[config.mk]
export PLATFORM = sky130hd
export DESIGN_NAME = cpt_front
export DESIGN_NICKNAME = d
export VERILOG_FILES = /design/src/rtl/core/cpt_pkg.sv /design/src/rtl/core/cpt_front.sv
export SDC_FILE = /design/constraint.sdc
export NUM_CORES = 2
export LEC_CHECK = 0
export ABC_AREA = 1
export BUFFER_PORTS_ARGS = -buffer_cell sky130_fd_sc_hd__buf_2
export CAP_MARGIN = 10
export CORE_ASPECT_RATIO = 0.5
export CORE_UTILIZATION = 30
export CTS_BUF_LIST = sky130_fd_sc_hd__clkbuf_4 sky130_fd_sc_hd__clkbuf_8
export DETAILED_ROUTE_END_ITERATION = 10
export HOLD_SLACK_MARGIN = 0.06
export SLEW_MARGIN = 25
export SYNTH_ARGS = -nofsm -noshare
export SYNTH_HDL_FRONTEND = slang
export SYNTH_SLANG_ARGS = --single-unit
[constraint.sdc]
create_clock -name clk -period 10.7 [get_ports clk]
set_input_delay 0.535 -clock clk [delete_from_list [all_inputs] [get_ports clk]]
set_output_delay 0.535 -clock clk [all_outputs]
set_load 0.05 [all_outputs]
[src/rtl/core/cpt_pkg.sv]
// Shared types, widths and codes for the point-to-triangle clamp.
// Used by every module under rtl/core; depends on nothing else.
`default_nettype none
package cpt_pkg;

	localparam int FRAC_BITS = 8;
	localparam int IN_W      = 14;
	localparam int OUT_W     = 22;
	localparam int VTX_W     = 12;
	localparam int HGT_W     = 13;
	localparam int CFG_IDX_W = 3;
	localparam int CFG_DAT_W = HGT_W;

	// Upward coordinates, edge coefficients and wide products.
	localparam int CRD_W = 16;
	localparam int DIF_W = CRD_W + 1;
	localparam int ORI_W = 2 * DIF_W;
	localparam int MUL_W = DIF_W + CRD_W;
	localparam int C_W   = 32;
	localparam int PRD_W = DIF_W + C_W;
	localparam int NUM_W = PRD_W;
	localparam int DEN_W = C_W;
	localparam int REM_W = NUM_W + FRAC_BITS;
	localparam int QB    = OUT_W;
	localparam int DIV_STAGES = QB + 1;

	localparam int FIFO_DEPTH = 4;
	localparam int FIFO_AW    = $clog2(FIFO_DEPTH);

	localparam logic [OUT_W-1:0] MAG_NEG_LIM = OUT_W'(1) << (OUT_W - 1);
	localparam logic [OUT_W-1:0] MAG_POS_LIM = MAG_NEG_LIM - OUT_W'(1);
	localparam logic [OUT_W-1:0] FRAC_MASK   = (OUT_W'(1) << FRAC_BITS) - OUT_W'(1);

	localparam logic [CFG_IDX_W-1:0] REG_APEX_X  = 3'd0;
	localparam logic [CFG_IDX_W-1:0] REG_APEX_Y  = 3'd1;
	localparam logic [CFG_IDX_W-1:0] REG_LEFT_X  = 3'd2;
	localparam logic [CFG_IDX_W-1:0] REG_LEFT_Y  = 3'd3;
	localparam logic [CFG_IDX_W-1:0] REG_RIGHT_X = 3'd4;
	localparam logic [CFG_IDX_W-1:0] REG_RIGHT_Y = 3'd5;
	localparam logic [CFG_IDX_W-1:0] REG_HEIGHT  = 3'd6;

	localparam logic [1:0] CODE_SAME   = 2'd0;
	localparam logic [1:0] CODE_VERTEX = 2'd1;
	localparam logic [1:0] CODE_PROJ   = 2'd2;
	localparam logic [1:0] CODE_DEGEN  = 2'd3;

	typedef logic signed [CRD_W-1:0] crd_t;
	typedef logic signed [DIF_W-1:0] dif_t;

	typedef struct packed {
		logic [VTX_W-1:0] apex_x;
		logic [VTX_W-1:0] apex_y;
		logic [VTX_W-1:0] left_x;
		logic [VTX_W-1:0] left_y;
		logic [VTX_W-1:0] right_x;
		logic [VTX_W-1:0] right_y;
		logic [HGT_W-1:0] screen_height;
	} cfg_t;

	// Result known at classification time, carried alongside the arithmetic.
	typedef struct packed {
		logic                   direct;
		logic                   degen;
		logic [1:0]             code;
		logic signed [IN_W-1:0] dx;
		logic signed [IN_W-1:0] dy;
	} side_t;

	typedef struct packed {
		side_t side;
		crd_t  p;
		crd_t  q;
		crd_t  s;
		crd_t  t;
		crd_t  u;
		crd_t  v;
		crd_t  w;
		crd_t  z;
	} job_t;

	typedef struct packed {
		side_t            side;
		logic             neg_x;
		logic             neg_y;
		logic [NUM_W-1:0] num_x;
		logic [NUM_W-1:0] num_y;
		logic [DEN_W-1:0] den;
	} div_req_t;

endpackage
`default_nettype wire

[src/rtl/core/cpt_front.sv]
// Front end: flips the point, runs the three orientation tests and classifies it.
// Depends on cpt_pkg; emits one job beat per point toward the queue.
`default_nettype none
module cpt_front (
	input  wire logic          clk,
	input  wire logic          arst_n,
	input  cpt_pkg::cfg_t      cfg,
	input  wire logic          in_valid,
	output logic               in_ready,
	input  wire logic signed [cpt_pkg::IN_W-1:0] point_x,
	input  wire logic signed [cpt_pkg::IN_W-1:0] point_y,
	output logic               job_valid,
	input  wire logic          job_ready,
	output cpt_pkg::job_t      job
);
	import cpt_pkg::*;

	localparam logic [2:0] PICK_M  = 3'd0;
	localparam logic [2:0] PICK_A  = 3'd1;
	localparam logic [2:0] PICK_L  = 3'd2;
	localparam logic [2:0] PICK_R  = 3'd3;
	localparam logic [2:0] CUT_L   = 3'd4;
	localparam logic [2:0] CUT_R   = 3'd5;
	localparam logic [2:0] CUT_D   = 3'd6;

	logic en;
	logic v_s1, v_s2;
	logic signed [IN_W-1:0] px_s1, py_s1, px_s2, py_s2;
	crd_t mx_s2, my_s2;
	logic signed [ORI_W-1:0] l1_s2, l2_s2, r1_s2, r2_s2, d1_s2, d2_s2;

	crd_t h, ax, ay, lx, ly, rx, ry, mx, my;
	dif_t my_ly, ax_mx, mx_lx, ay_my, my_ry, mx_rx, rx_mx, ry_my;
	logic signed [ORI_W-1:0] vl, vr, vd;
	logic [2:0] pick;

	assign en       = !v_s2 || job_ready;
	assign in_ready = en;

	assign h  = crd_t'(cfg.screen_height);
	assign ax = crd_t'(cfg.apex_x);
	assign ay = h - crd_t'(cfg.apex_y);
	assign lx = crd_t'(cfg.left_x);
	assign ly = h - crd_t'(cfg.left_y);
	assign rx = crd_t'(cfg.right_x);
	assign ry = h - crd_t'(cfg.right_y);
	assign mx = crd_t'(px_s1);
	assign my = h - crd_t'(py_s1);

	assign my_ly = dif_t'(my) - dif_t'(ly);
	assign ax_mx = dif_t'(ax) - dif_t'(mx);
	assign mx_lx = dif_t'(mx) - dif_t'(lx);
	assign ay_my = dif_t'(ay) - dif_t'(my);
	assign my_ry = dif_t'(my) - dif_t'(ry);
	assign mx_rx = dif_t'(mx) - dif_t'(rx);
	assign rx_mx = dif_t'(rx) - dif_t'(mx);
	assign ry_my = dif_t'(ry) - dif_t'(my);

	always_ff @(posedge clk or negedge arst_n) begin
		if (!arst_n) begin
			v_s1 <= 1'b0;
			v_s2 <= 1'b0;
		end else if (en) begin
			v_s1 <= in_valid;
			v_s2 <= v_s1;
		end
	end

	always_ff @(posedge clk) begin
		if (en) begin
			px_s1 <= point_x;
			py_s1 <= point_y;
			px_s2 <= px_s1;
			py_s2 <= py_s1;
			mx_s2 <= mx;
			my_s2 <= my;
			l1_s2 <= my_ly * ax_mx;
			l2_s2 <= mx_lx * ay_my;
			r1_s2 <= my_ry * ax_mx;
			r2_s2 <= mx_rx * ay_my;
			d1_s2 <= my_ly * rx_mx;
			d2_s2 <= mx_lx * ry_my;
		end
	end

	assign vl = l1_s2 - l2_s2;
	assign vr = r1_s2 - r2_s2;
	assign vd = d1_s2 - d2_s2;

	always_comb begin
		logic bl, br, bd;
		bl = (vl != '0) && !vl[ORI_W-1];
		br = vr[ORI_W-1];
		bd = vd[ORI_W-1];
		if (vl == '0) begin
			pick = (my_s2 > ay) ? PICK_A : (my_s2 < ly) ? PICK_L : PICK_M;
		end else if (vr == '0) begin
			pick = (my_s2 > ay) ? PICK_A : (my_s2 < ry) ? PICK_R : PICK_M;
		end else if (vd == '0) begin
			pick = (mx_s2 < lx) ? PICK_L : (mx_s2 > rx) ? PICK_R : PICK_M;
		end else if (!bl && !br && !bd) begin
			pick = PICK_M;
		end else if (bl && br) begin
			pick = PICK_A;
		end else if (br && bd) begin
			pick = PICK_R;
		end else if (bl && bd) begin
			pick = PICK_L;
		end else if (bl) begin
			pick = CUT_L;
		end else if (br) begin
			pick = CUT_R;
		end else begin
			pick = CUT_D;
		end
	end

	always_comb begin
		job = '0;
		job.side.direct = 1'b1;
		job.side.degen  = 1'b0;
		job.side.code   = CODE_VERTEX;
		case (pick)
			PICK_M: begin
				job.side.code = CODE_SAME;
				job.side.dx   = px_s2;
				job.side.dy   = py_s2;
			end
			PICK_A: begin
				job.side.dx = IN_W'(cfg.apex_x);
				job.side.dy = IN_W'(cfg.apex_y);
			end
			PICK_L: begin
				job.side.dx = IN_W'(cfg.left_x);
				job.side.dy = IN_W'(cfg.left_y);
			end
			PICK_R: begin
				job.side.dx = IN_W'(cfg.right_x);
				job.side.dy = IN_W'(cfg.right_y);
			end
			CUT_L: begin
				job.side.direct = 1'b0;
				job.side.code   = CODE_PROJ;
				job.p = ax; job.q = ay; job.s = lx; job.t = ly;
				job.u = mx_s2; job.v = my_s2; job.w = rx; job.z = ry;
			end
			CUT_R: begin
				job.side.direct = 1'b0;
				job.side.code   = CODE_PROJ;
				job.p = ax; job.q = ay; job.s = rx; job.t = ry;
				job.u = lx; job.v = ly; job.w = mx_s2; job.z = my_s2;
			end
			default: begin
				job.side.direct = 1'b0;
				job.side.code   = CODE_PROJ;
				job.p = lx; job.q = ly; job.s = rx; job.t = ry;
				job.u = mx_s2; job.v = my_s2; job.w = ax; job.z = ay;
			end
		endcase
	end

	assign job_valid = v_s2;

endmodule
`default_nettype wire

==> run_results.csv <==
group,metric,value,unit
status,status,"completed",
timing,clock.fmax,96.5,MHz
route,drt_pre_antenna_iters,6,
cts,cts_buffers,49,
route,vias,70900,
synth,ys_async_sr_fraction,0.772,%
synth,synth_top_family_by_area,"adder cells",
setup_path,startpoint_type,"register",
synth,syn_area,81400,um^2
synth,synth-compound-area-share,5.66,%
cts,post-cts-setup-buffer-count,0,
cts,cts_root_buffer,"clkbuf_8",
die,die_x,739,um
setup_path,startpoint,"py_s1[0]$_DFFE_PP_",
synth,synthAdderAreaFrac,46.7,%
timing,grt_setup_unrepaired,"false",
cts,h-tree-depth,2,
placement,hpwlAfterDp,245,mm
synth,ys_seq_area_share,9.54,%
cts,cts_tree,"done",
cts,path_clk_slew,0.07,ns
setup_path,worst-path-max-fanout,10,
synth,synth-xor-area-share,3.95,%
synth,synthMuxAreaShare,0,%
timing,hold_viol,0,
cts,clk_latency,0.83,ns
global_route,track_usage,21.1,%
setup_path,crit_buf_inv,6,
setup_path,cp_data_arrival_time,10.88,ns
synth,ys_seq_elements,259,
placement,port_buffers,269,
route,postRouteAntennaNets,0,
global_route,first_global_vias,71900,
route,drc_errors,0,
die,rows,134,
timing,slew_viol_final,0,
final_layout,final_common_cell,"inv_1",
setup_path,r2r-start,"py_s1[0]$_DFFE_PP_",
timing,finalSetupViolCount,0,
die,io_pins,279,
cts,clk_path_buf_depth,3,
final_layout,syn_to_final_growth,9.49,%
global_route,grt_pass1_wl,440,mm
synth,yosysWarnings,0,
timing,slew_headroom,20.7,%
die,core,268000,um^2
setup_path,cp_top_family,"adder cells",
setup_path,endpoint_kind,"register",
final_layout,seq_area,7770,um^2
global_route,antenna_found_initial,22,
final_layout,fin_nets,13200,
final_layout,drive_above_1_share,7.07,%
worst_hold_path,hp-start,"job_ready",
synth,avgSynthCellArea,7.72,um^2
global_route,gr-total-overflow,0,
global_route,grt_util_met3,5.86,%
final_layout,layout_common_cells,"2,507 x inv_1, 2,117 x nand2_1, 1,381 x fa_1, 1,113 x nor2_1, 829 x ha_1",
die,dieArea,274000,um^2
placement,gp_congestion,1.01,
timing,finClkSkew,0.0761,ns
synth,ys_types,73,
synth,syn-instance-count,10600,
timing,finalWorstPathRequiredPeriod,10.36,ns
timing,tightestPinTransition,1.19,ns
worst_hold_path,hold_path.class,"in2reg",
synth,synth.area.top_cells,"fa_1 34%, ha_1 13%, inv_1 12%",
synth,yosys.area.top_type,"fa_1",
synth,synth-edff-count,257,
synth,synth_top_area_share,33.9,%
die,start_util,30.3,%
global_route,top_usage_layer,"met2",
setup_path,cpPeakStageDelay,0.57,ns
global_route,grtUsageMet2,32.2,%
run,maxCapViolations,0,
synth,synth-main-ff-cell,"edfxtp_1",
synth,synthSimpleGateAreaFrac,20.6,%
global_route,grt_max_degree,120,
cts,cts_sinks,259,
timing,setup-tns-final,0,ns
route,avgViaCountPerCell,4.89,
route,drt_iter0_drc,7011,
setup_path,cp.required,11.22,ns
die,dieHeight,370,um
final_layout,multiInputGateArea,62700,um^2
final_layout,filler_cell_count,28400,
route,wire_per_inst,19.9,um
timing,min_period_over_period,96.8,%
global_route,use_met1,28.3,%
route,wirelength,289,mm
setup_path,worstSetupPathType,"reg2reg",
setup_path,slowest_stage,"fa_1",
[state kept, by name, summed over array words and instances, names as in the netlist, 15 cells and up]
signal	count
l2_s2	31
d2_s2	31
d1_s2	31
l1_s2	31
my_s2	15
r2_s2	31
r1_s2	31
[worst min-delay path: cells and delay by family]
family,cells,cell delay (ns)
and+or+nand+nor,2,0.32
buffers and inverters,2,0.13
[final cells by class]
cell class,instances,share of cell area [%]
inverter,2581,10.9
antenna,7,0.0196
sequential,259,8.71
multi-input combinational,7441,70.4
timing repair buffer,532,3.82
clock inverter,28,0.304
clock buffer,61,0.857
tap,3604,5.06
[stage by stage]
stage,instance area [um^2],cells,setup WS [ns],utilization (%),hold WS [ns]
2_1_floorplan,81500,10600,1.46,-,0.239
3_3_place_gp,87800,14400,0.413,32.7,0.321
3_5_place_dp,87800,14400,0.233,32.7,0.322
4_1_cts,89100,14500,0.619,33.2,0.0708
5_1_grt,89200,14500,0.0139,33.2,0.260
6_report,89200,14500,0.340,33.2,0.214
[synth_stat cells (4+ instances only)]
| master | n |
|---|---|
| inv_1 | 2507 |
| nand2_1 | 2118 |
| fa_1 | 1381 |
| nor2_1 | 1113 |
| ha_1 | 829 |
| nand3_1 | 508 |
| a21oi_1 | 385 |
| edfxtp_1 | 257 |
| xor2_1 | 204 |
| o21ai_0 | 176 |
| clkbuf_1 | 173 |
| xnor2_1 | 142 |
| nand4_1 | 99 |
| buf_2 | 55 |
| nor3_1 | 50 |
| a21o_1 | 49 |
| inv_2 | 49 |
| buf_4 | 34 |
| o21bai_1 | 34 |
| nor2_2 | 33 |
| o31ai_1 | 29 |
| or2_2 | 29 |
| o21ai_1 | 26 |
| clkinv_1 | 24 |
| nand2_2 | 22 |
| and2_1 | 20 |
| a21boi_0 | 18 |
| a31oi_1 | 17 |
| nand3b_1 | 17 |
| o21a_1 | 14 |
| a211oi_1 | 13 |
| o211ai_1 | 11 |
| buf_6 | 10 |
| o221ai_1 | 10 |
| nor4_1 | 9 |
| xor2_2 | 8 |
| buf_1 | 7 |
| nor2_4 | 6 |
| or2_1 | 6 |
| nor3_2 | 5 |
| and3_1 | 4 |
| or2_0 | 4 |
[timing repair]
action,4_1_cts,5_1_grt
resized for setup,0,2
hold buffers,30,1
hold endpoints to repair,30,1
setup endpoints to repair,0,2
[path summary, 6_finish.rpt]
| check | to | slack (ns) | cells after the start |
|---|---|---|---|
| worst max-delay path | d2_s2[27]$_DFFE_PP_ | 0.34 | 41 |
| min in group asynchronous | job_valid$_DFFE_PN0P_ | 0.58 | 3 |
| worst max register to register | d2_s2[27]$_DFFE_PP_ | 0.34 | 41 |
| worst min-delay path | job_valid$_DFFE_PN0P_ | 0.21 | 4 |
| worst min register to register | py_s2[11]$_DFFE_PP_ | 0.45 | 0 |
| max in group asynchronous | v_s1$_DFFE_PN0P_ | 10.00 | 3 |
[metal layers]
metal  share of wire, %  wire length (um)
met5              0.040               115
met4                4.8             13800
met3                 11             32400
met2                 42            121000
met1                 42            122000
[cell families (layout without fill, tap and decap cells)]
group	Yosys count	count (layout)
adders and majority gates	2210	2210
and+or+nand+nor	4060	4060
buffers and inverters	2863	3202
xor gates and xnor gates	357	357
other	1	16
DFF	259	259
AOI/OAI and AO/OA	805	805
Power is not shown: default switching activity piles up to over one toggle a cycle in this logic, so the estimate is an artifact.
