<file path="config.mk">
export PLATFORM = sky130hd
export DESIGN_NAME = cpt_fifo
export DESIGN_NICKNAME = d
export VERILOG_FILES = /design/src/rtl/core/cpt_pkg.sv /design/src/rtl/core/cpt_fifo.sv
export SDC_FILE = /design/constraint.sdc
export NUM_CORES = 1
export LEC_CHECK = 0
export BUFFER_PORTS_ARGS = -buffer_cell sky130_fd_sc_hd__buf_2
export CAP_MARGIN = 20
export CORE_AREA = 2 2 200 202
export CTS_CLUSTER_DIAMETER = 150
export DETAILED_ROUTE_END_ITERATION = 6
export DIE_AREA = 0 0 202 204
export HOLD_SLACK_MARGIN = 0.15
export PLACE_DENSITY = 0.93
export REMOVE_ABC_BUFFERS = 1
export SLEW_MARGIN = 0
export SYNTH_ARGS = -nofsm -noshare
export SYNTH_HDL_FRONTEND = slang
export SYNTH_SLANG_ARGS = --single-unit
</file>
<file path="constraint.sdc">
create_clock -name clk -period 7.29 [get_ports clk]
set_input_delay 0.729 -clock clk [delete_from_list [all_inputs] [get_ports clk]]
set_output_delay 0.729 -clock clk [all_outputs]
set_load 0.05 [all_outputs]
</file>
<file path="src/rtl/core/cpt_pkg.sv">
// Shared types, widths and codes for the point-to-triangle clamp.
// Used by every module under rtl/core; depends on nothing else.
`default_nettype none
package cpt_pkg;

	localparam int FRAC_BITS = 8;
	localparam int IN_W      = 14;
	localparam int OUT_W     = 22;
	localparam int VTX_W     = 12;
	localparam int HGT_W     = 13;
	localparam int CFG_IDX_W = 3;
	localparam int CFG_DAT_W = HGT_W;

	// Upward coordinates, edge coefficients and wide products.
	localparam int CRD_W = 16;
	localparam int DIF_W = CRD_W + 1;
	localparam int ORI_W = 2 * DIF_W;
	localparam int MUL_W = DIF_W + CRD_W;
	localparam int C_W   = 32;
	localparam int PRD_W = DIF_W + C_W;
	localparam int NUM_W = PRD_W;
	localparam int DEN_W = C_W;
	localparam int REM_W = NUM_W + FRAC_BITS;
	localparam int QB    = OUT_W;
	localparam int DIV_STAGES = QB + 1;

	localparam int FIFO_DEPTH = 4;
	localparam int FIFO_AW    = $clog2(FIFO_DEPTH);

	localparam logic [OUT_W-1:0] MAG_NEG_LIM = OUT_W'(1) << (OUT_W - 1);
	localparam logic [OUT_W-1:0] MAG_POS_LIM = MAG_NEG_LIM - OUT_W'(1);
	localparam logic [OUT_W-1:0] FRAC_MASK   = (OUT_W'(1) << FRAC_BITS) - OUT_W'(1);

	localparam logic [CFG_IDX_W-1:0] REG_APEX_X  = 3'd0;
	localparam logic [CFG_IDX_W-1:0] REG_APEX_Y  = 3'd1;
	localparam logic [CFG_IDX_W-1:0] REG_LEFT_X  = 3'd2;
	localparam logic [CFG_IDX_W-1:0] REG_LEFT_Y  = 3'd3;
	localparam logic [CFG_IDX_W-1:0] REG_RIGHT_X = 3'd4;
	localparam logic [CFG_IDX_W-1:0] REG_RIGHT_Y = 3'd5;
	localparam logic [CFG_IDX_W-1:0] REG_HEIGHT  = 3'd6;

	localparam logic [1:0] CODE_SAME   = 2'd0;
	localparam logic [1:0] CODE_VERTEX = 2'd1;
	localparam logic [1:0] CODE_PROJ   = 2'd2;
	localparam logic [1:0] CODE_DEGEN  = 2'd3;

	typedef logic signed [CRD_W-1:0] crd_t;
	typedef logic signed [DIF_W-1:0] dif_t;

	typedef struct packed {
		logic [VTX_W-1:0] apex_x;
		logic [VTX_W-1:0] apex_y;
		logic [VTX_W-1:0] left_x;
		logic [VTX_W-1:0] left_y;
		logic [VTX_W-1:0] right_x;
		logic [VTX_W-1:0] right_y;
		logic [HGT_W-1:0] screen_height;
	} cfg_t;

	// Result known at classification time, carried alongside the arithmetic.
	typedef struct packed {
		logic                   direct;
		logic                   degen;
		logic [1:0]             code;
		logic signed [IN_W-1:0] dx;
		logic signed [IN_W-1:0] dy;
	} side_t;

	typedef struct packed {
		side_t side;
		crd_t  p;
		crd_t  q;
		crd_t  s;
		crd_t  t;
		crd_t  u;
		crd_t  v;
		crd_t  w;
		crd_t  z;
	} job_t;

	typedef struct packed {
		side_t            side;
		logic             neg_x;
		logic             neg_y;
		logic [NUM_W-1:0] num_x;
		logic [NUM_W-1:0] num_y;
		logic [DEN_W-1:0] den;
	} div_req_t;

endpackage
`default_nettype wire

</file>
<file path="src/rtl/core/cpt_fifo.sv">
// Short job queue between the classifier and the arithmetic back end.
// Depends on cpt_pkg for the job type and depth.
`default_nettype none
module cpt_fifo (
	input  wire logic     clk,
	input  wire logic     arst_n,
	input  wire logic     push,
	input  cpt_pkg::job_t din,
	output logic          full,
	input  wire logic     pop,
	output cpt_pkg::job_t dout,
	output logic          empty
);
	import cpt_pkg::*;

	job_t mem_q [FIFO_DEPTH];
	logic [FIFO_AW-1:0] wr_ptr_q, rd_ptr_q;
	logic [FIFO_AW:0]   cnt_q;

	assign full  = (cnt_q == (FIFO_AW+1)'(FIFO_DEPTH));
	assign empty = (cnt_q == '0);
	assign dout  = mem_q[rd_ptr_q];

	always_ff @(posedge clk or negedge arst_n) begin
		if (!arst_n) begin
			wr_ptr_q <= '0;
			rd_ptr_q <= '0;
			cnt_q    <= '0;
		end else begin
			if (push) begin
				wr_ptr_q <= wr_ptr_q + 1'b1;
			end
			if (pop) begin
				rd_ptr_q <= rd_ptr_q + 1'b1;
			end
			if (push && !pop) begin
				cnt_q <= cnt_q + 1'b1;
			end else if (pop && !push) begin
				cnt_q <= cnt_q - 1'b1;
			end
		end
	end

	always_ff @(posedge clk) begin
		if (push) begin
			mem_q[wr_ptr_q] <= din;
		end
	end

endmodule
`default_nettype wire

</file>
==> results.yml, run 1 <==
logic_synthesis:
  synth-seq-area-share: 0.827
  synth_ff_type: "edfxtp_1"
  syn_avg_cell_area_um2: 27.0
  netlist.area_leader.share: 0.820
  synth_common_cells: "640 x edfxtp_1, 160 x mux4_2, 19 x buf_2"
  synth-edff-count: 640
  syn-cell-area_mm2: 0.0234
  yosys.area.top_type: "edfxtp_1"
  ys_ff_latch: 647
  synth_area_leaders: "edfxtp_1 82%, mux4_2 15%, dfrtp_1 0.75%"
  yosysMostFrequentCell: "edfxtp_1"
  async_flop_share: 0.0108
  syn_inst: 870
  yosys_warnings: 0
  ys_types: 19
timing:
  hold_violations: 0
  worstMarginPinSlew_ns: 1.03
  slew_headroom: 0.314
  setup_viol: 0
  finalCritPeriodShare: 0.528
  finalMaxSlewViolations: 0
  rsz0062_at_grt: "false"
  period_needed_ns: 3.85
  skew_ns: 0.0146
  fmax_ghz: 0.260
  setup_tns_ns: 0
drt:
  vias_per_cell: 5.83
  post_drt_wl_per_cell_um: 25.3
  drc_errors: 0
  routed_wl_um: 46000
  antenna_left: 0
  drt-initial-drc-count: 727
  vias: 10600
  dr.pass1.iters: 5
clocking:
  cts_setup_buffers: 0
  hold_buffers: 1
  htree_levels: 2
  numCtsBuffers: 61
  clockRootBuffer: "clkbuf_16"
  clk_pin_slew_ns: 0.07
  tritoncts: "yes"
  clk_latency_ns: 0.61
  cts_resized: 0
  clockBufferDepth: 3
  cts_sinks: 647
placement:
  dp_hpwl_um: 26900
  placed_cells_incl_taps: 1694
  port_buffers: 325
  gp_congestion: 0.744
die:
  start_util: 0.598
  dieHeight_um: 204
  die_area_mm2: 0.0412
  rows: 73
  die_w_um: 202
  coreArea_mm2: 0.0392
  io-pin-count: 326
global_route:
  antenna_found_initial: 12
  grt_pass1_wl_um: 68500
  grt_overflow_total: 0
  grt_max_degree: 103
  grt_pass1_vias: 11200
  grt_usage: 0.226
worst_setup_path:
  critPathMaxFanout: 61
  reg2reg_from: "wr_ptr_q[0]$_DFFE_PN0P_"
  ff2ff_path_depth: 4
  crit_path_max_incr_delay_ns: 1.01
  cp-end-kind: "output port"
  crit_required_ns: 6.56
  crit_chain: "buf_4, mux4_2, buf_2"
  path_class: "reg2out"
  cpMaxStageDelayCell: "dfrtp_4"
  worstPathArrival_ns: 3.12
  rr_endpoint: "mem_q[2][150]$_DFFE_PP_"
  critPathLaunchType: "register"
  ff2ff_setup_slack_ns: 4.71
finish:
  final_cell_count_no_fill: 1817
  fin_nets: 1403
  area_growth_pct: 17.6
  drive_gt1_frac: 0.461
pwr:
  ir_drop_v: 0.000498
  p_total_mw: 13.1
  power.leakage_nw: 9.39
  power_density_mw_per_mm2: 474
hold_path:
  holdPathEnd: "mem_q[2][71]$_DFFE_PP_"
  min_delay_path_depth: 1
  hp-start: "din[71]"
  min_path_type: "in2reg"
run_status:
  status: "finished clean"
job:
  maxCapViolations: 0
==> stage by stage <==
| step | utilization | hold WS, ns | setup WS, ns | area (µm²) |
|---|---|---|---|---|
| final | 0.704 | 0.333 | 3.44 | 27600 |
| after global routing | 0.704 | 0.310 | 3.20 | 27600 |
| after CTS | 0.703 | 0.294 | 3.34 | 27600 |
| after detailed placement | 0.654 | 0.495 | 4.02 | 25600 |
| after global placement | 0.654 | 0.470 | 4.04 | 25600 |
| after floorplan | - | 0.433 | -0.556 | 23200 |
==> layout make-up <==
type / instances / area, µm²
diodes: 11 / 27.5
clock buffers: 78 / 1670
clock inverters: 33 / 245
fillers: 2250 / 11600
inverters: 4 / 15.0
multi-input cells: 183 / 3810
flip-flops and latches: 647 / 19400
well taps: 525 / 657
repair buffers: 336 / 1750
==> where the power goes <==
| part | internal, mW | total [mW] | switching [mW] |
|---|---|---|---|
| Combinational | 1.41 | 4.90 | 3.49 |
| Clock | 1.72 | 3.01 | 1.29 |
| Sequential | 4.87 | 5.15 | 0.281 |
| Total | 8.00 | 13.1 | 5.06 |
==> cell usage in the layout (no fill, tap or decap), types with 5 or more instances in the layout <==
cell type	instances
mux4_2	160
clkinv_2	12
dfrtp_1	5
diode_2	11
buf_4	7
buf_2	325
clkbuf_16	63
edfxtp_1	640
ha_1	5
clkinv_1	12
clkbuf_1	11
==> worst max path at each step <==
stage          cells after the start                     from  slack (ns)         to
2_1_floorplan                      1  rd_ptr_q[0]$_DFFE_PN0P_       -0.56    dout[0]
3_3_place_gp                       3  rd_ptr_q[1]$_DFFE_PN0P_        4.04   dout[90]
3_5_place_dp                       3  rd_ptr_q[0]$_DFFE_PN0P_        4.02   dout[36]
4_1_cts                            3  rd_ptr_q[0]$_DFFE_PN0P_        3.34  dout[110]
5_1_grt                            3  rd_ptr_q[0]$_DFFE_PN0P_        3.20  dout[110]
6_report                           3  rd_ptr_q[1]$_DFFE_PN0P_        3.44  dout[153]
==> sequential cells by signal, indices dropped and copies added (netlist names) <==
| register | flops |
|---|---|
| cnt_q | 3 |
| mem_q | 640 |
| rd_ptr_q | 2 |
| wr_ptr_q | 2 |
==> metal layers <==
| metal | vias to the layer above | share of wire | track usage |
|---|---|---|---|
| li1 | 4524 | - | - |
| met1 | 5490 | 0.38 | 0.294 |
| met2 | 471 | 0.51 | 0.368 |
| met3 | 95 | 0.081 | 0.0599 |
| met4 | 6 | 0.034 | 0.0982 |
| met5 | - | 0.00074 | 0 |
==> critical path, delay by kind of cell (launching register included) <==
family	cells	cell delay, ns
mux	1	0.43
flops	1	1.01
buf+inv	2	0.99
==> cell families (layout without fill, tap and decap cells) <==
| family | count (synthesis) | after routing | synth area share |
|---|---|---|---|
| buffers and inverters | 40 | 451 | 0.0108 |
| muxes | 161 | 161 | 0.154 |
| xor gates and xnor gates | 6 | 6 | 0.00224 |
| AOI/OAI and AO/OA | 1 | 1 | 0.000213 |
| other | 0 | 11 | 0 |
| adders and majority gates | 6 | 6 | 0.00352 |
| DFF | 647 | 647 | 0.827 |
| and+or+nand+nor | 9 | 9 | 0.00208 |
Note: power is estimated with default switching activity, not from simulation.
==> run 2: changes to the inputs <==
--- a/config.mk
+++ b/config.mk
@@ -5,14 +5,15 @@
 export SDC_FILE = /design/constraint.sdc
 export NUM_CORES = 1
 export LEC_CHECK = 0
+export ABC_AREA = 1
 export BUFFER_PORTS_ARGS = -buffer_cell sky130_fd_sc_hd__buf_2
 export CAP_MARGIN = 20
-export CORE_AREA = 2 2 200 202
+export CORE_AREA = 2 2 213 215
 export CTS_CLUSTER_DIAMETER = 150
 export DETAILED_ROUTE_END_ITERATION = 6
-export DIE_AREA = 0 0 202 204
+export DIE_AREA = 0 0 215 217
 export HOLD_SLACK_MARGIN = 0.15
-export PLACE_DENSITY = 0.93
+export PLACE_DENSITY = 0.89
 export REMOVE_ABC_BUFFERS = 1
 export SLEW_MARGIN = 0
 export SYNTH_ARGS = -nofsm -noshare
==> constraint.sdc (replaced) <==
create_clock -name clk -period 4 [get_ports clk]
set_input_delay 0.4 -clock clk [delete_from_list [all_inputs] [get_ports clk]]
set_output_delay 0.4 -clock clk [all_outputs]
set_load 0.05 [all_outputs]
==> results.yml, run 2 <==
timing:
  worstMarginPinSlew_ns: 1.08
  rsz0062_at_grt: "false"
  period_needed_ns: 3.35
  skew_ns: 0.0158
  setup_tns_ns: 0
  slew_headroom: 0.281
  finalCritPeriodShare: 0.837
  fmax_ghz: 0.299
  setup_viol: 0
  finalMaxSlewViolations: 0
  hold_violations: 0
  fin_ws_ns: 0.650
die:
  start_util: 0.572
  io-pin-count: 326
  die_area_mm2: 0.0467
  die_w_um: 215
  coreArea_mm2: 0.0447
  rows: 78
  dieHeight_um: 217
worst_setup_path:
  ff2ff_path_depth: 5
  crit_required_ns: 3.60
  crit_chain: "inv_6, buf_4, o211ai_1, nand2_1, buf_2"
  reg2reg_from: "wr_ptr_q[0]$_DFFE_PN0P_"
  rr_endpoint: "mem_q[0][74]$_DFFE_PP_"
  critPathBufInv: 3
  ff2ff_setup_slack_ns: 1.55
  critPathTopFamily: "buffers and inverters"
  cpMaxStageDelayCell: "inv_6"
  path_class: "reg2out"
  critPathMaxFanout: 114
  crit_path_max_incr_delay_ns: 0.76
  cp-end-kind: "output port"
  worstPathArrival_ns: 2.95
  critPathLaunchType: "register"
drt:
  dr.pass1.iters: 5
  drc_errors: 0
  vias_per_cell: 5.57
  post_drt_wl_per_cell_um: 20.3
  antenna_left: 0
  routed_wl_um: 61600
  vias: 16900
  drt-initial-drc-count: 1635
clocking:
  cts_setup_buffers: 0
  numCtsBuffers: 61
  tritoncts: "yes"
  clockRootBuffer: "clkbuf_16"
  cts_resized: 0
  clockBufferDepth: 3
  htree_levels: 2
  clk_pin_slew_ns: 0.06
  cts_sinks: 647
  hold_buffers: 164
  clk_latency_ns: 0.61
hold_path:
  hp-start: "din[71]"
  min_path_type: "in2reg"
  min_delay_path_depth: 2
  holdPathEnd: "mem_q[3][71]$_DFFE_PP_"
logic_synthesis:
  yosys_warnings: 0
  syn-cell-area_mm2: 0.0255
  syn_avg_cell_area_um2: 13.3
  synth-edff-count: 640
  async_flop_share: 0.0108
  yosysMostFrequentCell: "edfxtp_1"
  yosys.area.top_type: "edfxtp_1"
  syn_inst: 1914
  ys_ff_latch: 647
  synth_common_cells: "640 x edfxtp_1, 493 x nand2_1, 331 x inv_1"
  ys_types: 18
  netlist.area_leader.share: 0.752
  synth-seq-area-share: 0.759
  synth_ff_type: "edfxtp_1"
  synth_area_leaders: "edfxtp_1 75%, o211ai_1 9.4%, nand2_1 7.2%"
placement:
  gp_congestion: 0.881
  dp_worst_setup_slack_ns: 1.37
  port_buffers: 325
  dp_hpwl_um: 31700
pwr:
  swShare: 0.451
  p_seq_frac: 0.348
  pwr-share-comb: 0.438
  p_int_mw: 14.7
  p_total_mw: 26.8
  switchingPower_mw: 12.1
  ir_drop_v: 0.00109
  power_density_mw_per_mm2: 853
  power.leakage_nw: 12.6
  clkPwrFrac: 0.214
finish:
  largest_reg_flops: 640
  final_common_cell: "edfxtp_1"
  area_growth_pct: 22.8
  reg.largest.list: "mem_q (640), cnt_q (3)"
  fin_nets: 2552
  drive_gt1_frac: 0.181
  layout_common_cells: "640 x edfxtp_1, 493 x nand2_1, 327 x inv_1"
  largest_register: "mem_q"
  final_core_util: 0.702
run_status:
  status: "finished clean"
global_route:
  grt_usage: 0.261
  grt_pass1_wl_um: 93900
  antenna_found_initial: 3
  grt_max_degree: 161
  grt_pass1_vias: 17400
  grt_overflow_total: 0
job:
  maxCapViolations: 0
[run 2: cell types whose count changed after synthesis, moves of 10 or more]
cell / change
buf_6: -10
o211ai_1: +320
clkbuf_1: +27
nand2_1: +491
buf_2: +46
mux4_2: -160
inv_1: +327
[run 2: cells by family after synthesis]
kind of cell,synth area share
compound gates,0.0942
flops,0.759
simple gates,0.0733
xor+xnor,0.00137
buf+inv,0.0687
fa+ha+maj,0.00323
[run 2: worst max-delay path by stage]
stage	from	endpoint	cells after the start
after floorplan	rd_ptr_q[0]$_DFFE_PN0P_	dout[0]	2
after global placement	rd_ptr_q[1]$_DFFE_PN0P_	dout[116]	5
after detailed placement	rd_ptr_q[1]$_DFFE_PN0P_	dout[43]	5
after CTS	rd_ptr_q[1]$_DFFE_PN0P_	dout[142]	5
after global routing	rd_ptr_q[1]$_DFFE_PN0P_	dout[100]	5
final	rd_ptr_q[1]$_DFFE_PN0P_	dout[155]	5
[run 2: power groups by stage]
| stage | Clock (mW) | Sequential (mW) | Combinational [mW] |
|---|---|---|---|
| floorplan | 0 | 9.79 | 6.29 |
| global placement | 0 | 9.33 | 11.0 |
| detailed placement | 0 | 9.41 | 11.3 |
| CTS | 5.75 | 9.28 | 11.5 |
| global route | 6.04 | 9.40 | 12.3 |
| finish | 5.72 | 9.31 | 11.7 |
[run 2: worst register-to-register path, stage by stage, from the launching register on]
cell and delay (ns):
dfrtp_1 0.47, inv_1 0.16, ha_1 0.18, nand2_1 0.13, inv_6 0.55, buf_4 0.56
[run 2: final cells by class]
cell class | instances | area (µm²)
flip-flops and latches | 647 | 19400
fillers | 2685 | 13300
multi-input cells | 828 | 4400
repair buffers | 512 | 3580
clock buffers | 87 | 1720
inverters | 332 | 1270
well taps | 600 | 751
clock inverters | 25 | 255
diodes | 3 | 7.51
[run 2: metal layers]
metal,track usage,part of all wire
met1,0.310,0.36
met5,0,0
met3,0.0576,0.087
met4,0.109,0.036
met2,0.461,0.51
[run 2: stage by stage]
step	cells	instance area, µm²	hold slack [ns]
2_1_floorplan	1807	25000	0.104
3_3_place_gp	2755	27800	0.246
3_5_place_dp	2755	27800	0.252
4_1_cts	3031	31400	0.494
5_1_grt	3033	31400	0.503
6_report	3034	31400	0.537
